File: config.mk
export PLATFORM = sky130hd
export DESIGN_NAME = lrmp_mulmod
export DESIGN_NICKNAME = d
export VERILOG_FILES = /design/src/lrmp_pkg.sv /design/src/lrmp_mulmod.sv
export SDC_FILE = /design/constraint.sdc
export NUM_CORES = 2
export LEC_CHECK = 0
export ABC_AREA = 1
export BUFFER_PORTS_ARGS = -buffer_cell sky130_fd_sc_hd__buf_2
export CAP_MARGIN = 30
export CORE_MARGIN = 8
export CORE_UTILIZATION = 54
export DETAILED_ROUTE_END_ITERATION = 7
export PLACE_DENSITY = 0.81
export SYNTH_ARGS = -nofsm -noshare
export SYNTH_HDL_FRONTEND = slang
export SYNTH_SLANG_ARGS = --single-unit
export TNS_END_PERCENT = 100
File: constraint.sdc
create_clock -name i_clk -period 18.9 [get_ports i_clk]
set_input_delay 1.89 -clock i_clk [delete_from_list [all_inputs] [get_ports i_clk]]
set_output_delay 1.89 -clock i_clk [all_outputs]
set_load 0.02 [all_outputs]
File: src/lrmp_pkg.sv
`timescale 1ns / 1ps
`default_nettype none
// ----------------------------------------------------------------------------
// lrmp_pkg
// Shared types and constants for the linear recurrence term generator.
// ----------------------------------------------------------------------------
package lrmp_pkg;

    localparam int unsigned VAL_BITS = 30;
    localparam logic [VAL_BITS-1:0] MODP = 30'd1000000007;
    localparam int DEF_INDEX_BITS = 63;
    localparam int MAT_DIM = 5;
    localparam int MAT_ENTRIES = 25;
    localparam int ADDR_BITS = 7;

    typedef logic [VAL_BITS-1:0] t_val;

    typedef enum logic [3:0] {
        ST_IDLE,
        ST_LOAD,
        ST_CHECK,
        ST_MUL_RD,
        ST_MUL_WT,
        ST_MUL_ACC,
        ST_COPY,
        ST_SHIFT,
        ST_FIN,
        ST_FIN_WT,
        ST_FIN_ACC,
        ST_OUT
    } t_state;

    typedef enum logic [1:0] {
        BANK_ACC,
        BANK_BASE,
        BANK_TMP
    } t_bank;

endpackage
`default_nettype wire

File: src/lrmp_mulmod.sv
`timescale 1ns / 1ps
`default_nettype none
// ----------------------------------------------------------------------------
// lrmp_mulmod
// Pipelined modular multiplier: product, Barrett-style reduction, correction.
// One product accepted every cycle.
// ----------------------------------------------------------------------------
module lrmp_mulmod (
    input  wire                    i_clk,
    input  wire lrmp_pkg::t_val    i_x,
    input  wire lrmp_pkg::t_val    i_y,
    output lrmp_pkg::t_val         o_p
);
    import lrmp_pkg::*;

    // The q estimate uses floor(2^60 / P) on the upper 30 bits of the product.
    localparam logic [60:0] MU = 61'd1152921496;

    logic [59:0] r_prod;
    logic [29:0] r_hi;
    logic [59:0] r_prod2;
    logic [60:0] r_q;
    logic [59:0] r_prod3;
    logic [31:0] r_rem;
    logic [59:0] n_qp;
    logic [31:0] n_rem;

    always_ff @(posedge i_clk) begin
        r_prod  <= 60'(i_x) * 60'(i_y);
        r_prod2 <= r_prod;
        r_hi    <= r_prod[59:30];
        r_q     <= 61'(r_hi) * MU;
        r_prod3 <= r_prod2;
        r_rem   <= n_rem;
        o_p     <= (r_rem >= 32'(MODP) * 3) ? VAL_BITS'(r_rem - 32'(MODP) * 3)
                 : (r_rem >= 32'(MODP) * 2) ? VAL_BITS'(r_rem - 32'(MODP) * 2)
                 : (r_rem >= 32'(MODP)) ? VAL_BITS'(r_rem - 32'(MODP))
                 : VAL_BITS'(r_rem);
    end

    always_comb begin
        n_qp  = 60'(r_q[60:30]) * 60'(MODP);
        n_rem = 32'(r_prod3 - n_qp);
    end

endmodule
`default_nettype wire

# After elaboration in Yosys (flattened, before gate mapping)
# Cells that the tools add are included.
classes:
  n_addsub: 4
  mul: 3
  n_lt_le_gt_ge: 3
  n_mux: 3
ops:
  columns: ["operator", "n"]
  rows:
  - ["30-bit 2-to-1 mux", 3]
  - ["30-bit subtractor (second input constant)", 3]
  - ["30-bit by 30-bit multiplier with 60-bit output", 1]
  - ["30-bit by 28-bit multiplier with 58-bit output (second input constant)", 1]
  - ["32-bit by 30-bit greater-or-equal comparator with 1-bit output (second input constant)", 1]
  - ["32-bit by 31-bit greater-or-equal comparator with 1-bit output (second input constant)", 1]
  - ["32-bit greater-or-equal comparator (second input constant)", 1]
  - ["31-bit by 30-bit multiplier with 32-bit output (second input constant)", 1]
  - ["32-bit subtractor", 1]
word_totals:
  register_bits: 274
  word_cells: 20

# Logic depth before layout (Yosys ltp)
logic_depth:
  word_depth: 4
  ltp_mapped: 32
  ltp_nobuf: 31

# Least setup slack after synthesis
# No wires, ideal clock.
synth_path:
  kind: "input to register"
  from: "input port i_y[4]"
  to: "register r_prod[48]"
  setup_ns: 0.113
  t_arrival_ns: 7.744
  required_ns: 18.787
  setup_slack_ns: 11.044
  path_stages: 28
  n_path_buf: 1
  path_cell_list: "clkbuf_1 -> nand2_1 -> inv_1 -> fa_1 -> fa_1 -> fa_1 -> inv_1 -> fa_1 -> inv_1 -> fa_1 -> inv_1 -> fa_1 -> inv_1 -> fa_1 -> inv_1 -> fa_1 -> inv_1 -> ha_1 -> nand2_1 -> nor2_1 -> inv_1 -> nor2_1 -> inv_1 -> nor2_1 -> nand3_1 -> or2_2 -> nand4_1 -> nand2_1"
synth_via:
  elab_chain_len: 1
synth_rtl:
  columns: ["element", "line_no", "rtl"]
  rows:
  - ["start, declared", "lrmp_mulmod.sv:11", "input wire lrmp_pkg::t_val i_y,"]
  - ["30-bit by 30-bit multiplier with 60-bit output", "lrmp_mulmod.sv:29", "r_prod <= 60'(i_x) * 60'(i_y);"]
  - ["end signal, assigned", "lrmp_mulmod.sv:29", null]
  - ["end, declared", "lrmp_mulmod.sv:19", "logic [59:0] r_prod;"]
# Every way passes these cells.

# Final worst setup path
layout_path:
  from: "input port i_y[6]"
  to: "register r_prod[21]"
# Same word-level chain as after synthesis.

==> summary.md <==
| Metric | Value |
|---|---|
| Unique masters post-synth | 46 |
| First-pass GRT wire length | 305100 µm |
| M1 WL | 76360 µm |
| Residual DRC | 0 |
| Register bit count reported by yosys | 245 |
| Post-synth EDFFs | 0 |
| CTS Root Buffer Type | clkbuf_16 |
| Post-DR vias/cell | 5.398 |
| Skew final | 0.01485 ns |
| # H-tree levels | 1 |
| DR iter-0 viols | 4839 |
| Hold Path Class | reg2reg |
| Syn Std Cell Area | 63910 µm² |
| Setup violators final | 0 |
| Unrepaired setup endpoints after global routing | false |
| Die Y | 360.0 µm |
| Post-synthesis net count | 10.19k |
| Final Hold Fails | 0 |
| Main synth FF type | dfxtp_1 |
| Max Root-Sink Buffers | 3 |
| Most common cell after layout, fill and taps aside | inv_1 |
| DIE WIDTH | 360.0 µm |
| CTS tree | done |
| ANT cells | 0 |
| Cells after DPL | 9520 |
| Total core area | 117800 µm² |
| Final nets | 10.10k |
| Crit-path max FO | 30 |
| Routed wl met2 | 88450 µm |
| Crit Path Category | in2reg |
| Fmax | 115.7 MHz |
| Row count | 126 |
| Hold buffers post-CTS | 0 |
| Uppermost layer routed | met4 |
| DR WL/cell | 20.22 µm |
| Routed Antenna Nets | 0 |
| Critical path arrival | 9.07 ns |
| Register area share after synthesis | 7.675% |
| Slew Limit Fails | 0 |
| Max-capacitance violation count | 0 |
| CP Data Required Time | 19.33 ns |
| Tot GR Track Use | 29.75% |
| CTS Sinks | 245 |
| Yosys warning count | 0 |
| Detailed Place HPWL | 159700 µm |
| # IOs | 91 |
| Initial antenna violation count | 1 |
| Postcts setup bufs | 0 |
| Area Overhead vs Synth | 3.880% |
| Rel. slew slack | 35.70% |
| CTS buffer count | 27 |
| Minimum clock period | 8.643 ns |
| Clk_lat worst skew | 0.58 ns |
| Overflow after GRT | 0 |
| Number of global-route vias before repair | 55.71k |
| Avg Inst Size Synth | 7.896 µm² |
| Final Non-Filler Cells | 9569 |
| Die area | 129600 µm² |
| Routed wire length | 193500 µm |
| Post-CTS Resized | 0 |
| Largest net degree at the start of global routing | 40 |
| Cell count after synthesis | 8094 |
| Layout cell share with drive strength beyond 1 | 2.540% |
| Async S/R FF share, synth | 0% |
| Setup TNS | 0 ns |
| CP startpoint kind | input port |
| Filler instances | 10.67k |
| Initial Utilization | 54.27% |
| Gpl congestion | 1.010 |
| Status | complete, no violations |
| CP endpoint kind | register |
| Worst-margin pin slew | 0.9645 ns |
| Most frequent cells in the layout | inv_1, nand2_1, fa_1 |
| Clock transition at path regs | 0.07 ns |
| Port Buffers | 90 |
| 1st-pass router iterations | 7 |
| Final period utilization | 45.73% |
| DR vias | 51.65k |
| Wire length on met3 | 18860 µm |
==> critical path, stage by stage <==
cell and delay, ns:
buf_2 0.70, nand2_1 0.18, fa_1 0.45, inv_1 0.08, fa_1 0.44, fa_1 0.51, inv_1 0.05, fa_1 0.47
inv_1 0.06, fa_1 0.51, fa_1 0.51, fa_1 0.49, inv_1 0.05, fa_1 0.47, inv_1 0.04, ha_1 0.36
a21oi_1 0.37, o21ai_0 0.29, a21oi_1 0.30, o21ai_0 0.22, nor2_1 0.32, xnor2_1 0.29
==> routing by layer <==
metal,vias up,global-route usage (%)
li1,23257,-
met1,25177,38.85
met2,2650,48.97
met3,565,5.205
met4,0,12.39
met5,-,0
==> area by class of cell <==
cell class              instances  area, µm²  area share, %
clock buffers                  29      693.2          1.044
clock inverters                20      242.7         0.3656
inverters                    2409       9042          13.62
multi-input cells            5226      49030          73.85
flip-flops and latches        245       4905          7.388
well taps                    1536       1922          2.895
repair buffers                104      555.5         0.8368
==> through the flow <==
step | area (µm²) | hold WS [ns] | util (%) | setup slack, ns
2_1_floorplan | 63910 | 0.3096 | - | 11.04
3_3_place_gp | 65450 | 0.3096 | 55.58 | 9.694
3_5_place_dp | 65450 | 0.3121 | 55.58 | 9.736
4_1_cts | 66390 | 0.3211 | 56.37 | 10.35
5_1_grt | 66390 | 0.3275 | 56.37 | 10.07
6_report | 66390 | 0.3203 | 56.37 | 10.26
==> cell families (layout without fill, tap and decap cells) <==
family / Yosys count / after routing / share of synthesized area [%]
compound gates: 505 / 505 / 4.366
xor+xnor: 151 / 151 / 2.069
fa+ha+maj: 2030 / 2030 / 54.43
buf+inv: 2623 / 2562 / 15.61
flops: 245 / 245 / 7.675
simple gates: 2540 / 2540 / 15.85
==> synthesized netlist by cell type, types with 3 or more instances <==
cell type	number	share of area (%)
inv_1	2394	14
nand2_1	1804	11
fa_1	1250	39
ha_1	780	15
nor2_1	413	2.4
dfxtp_1	245	7.7
a21oi_1	213	1.7
nand3_1	190	1.5
clkbuf_1	180	1.1
o21ai_0	166	1.3
xor2_1	127	1.7
nor3_1	38	0.30
nand4_1	36	0.35
o21bai_1	26	0.31
a31oi_1	25	0.24
xnor2_1	24	0.33
a21o_1	22	0.26
inv_2	15	0.088
buf_2	14	0.11
a21boi_0	13	0.15
buf_4	12	0.14
nand3b_1	12	0.14
o21ai_1	11	0.086
nor2_2	10	0.098
nor4_1	10	0.098
o211ai_1	10	0.12
nand2_2	9	0.088
o21a_1	9	0.11
or2_2	7	0.069
buf_6	6	0.11
a21oi_2	3	0.041
==> final timing paths <==
| check | depth (start not counted) | slack [ns] | endpoint | start |
|---|---|---|---|---|
| min reg2reg | 0 | 0.32 | r_hi[16] | r_prod[46] |
| max reg2reg | 24 | 12.02 | r_rem[31] | r_q[36] |
| min | 0 | 0.32 | r_hi[16] | r_prod[46] |
| max | 22 | 10.26 | r_prod[21] | i_y[6] |
==> registers in the layout (all words and copies together) (netlist names) <==
signal,count
r_hi,29
r_prod,60
r_rem,32
r_q,31
r_prod3,32
r_prod2,31
o_p,30
Power is left out: the tool's default activity adds up to more than one toggle a clock period on the data nets, which glitch-free logic cannot reach.
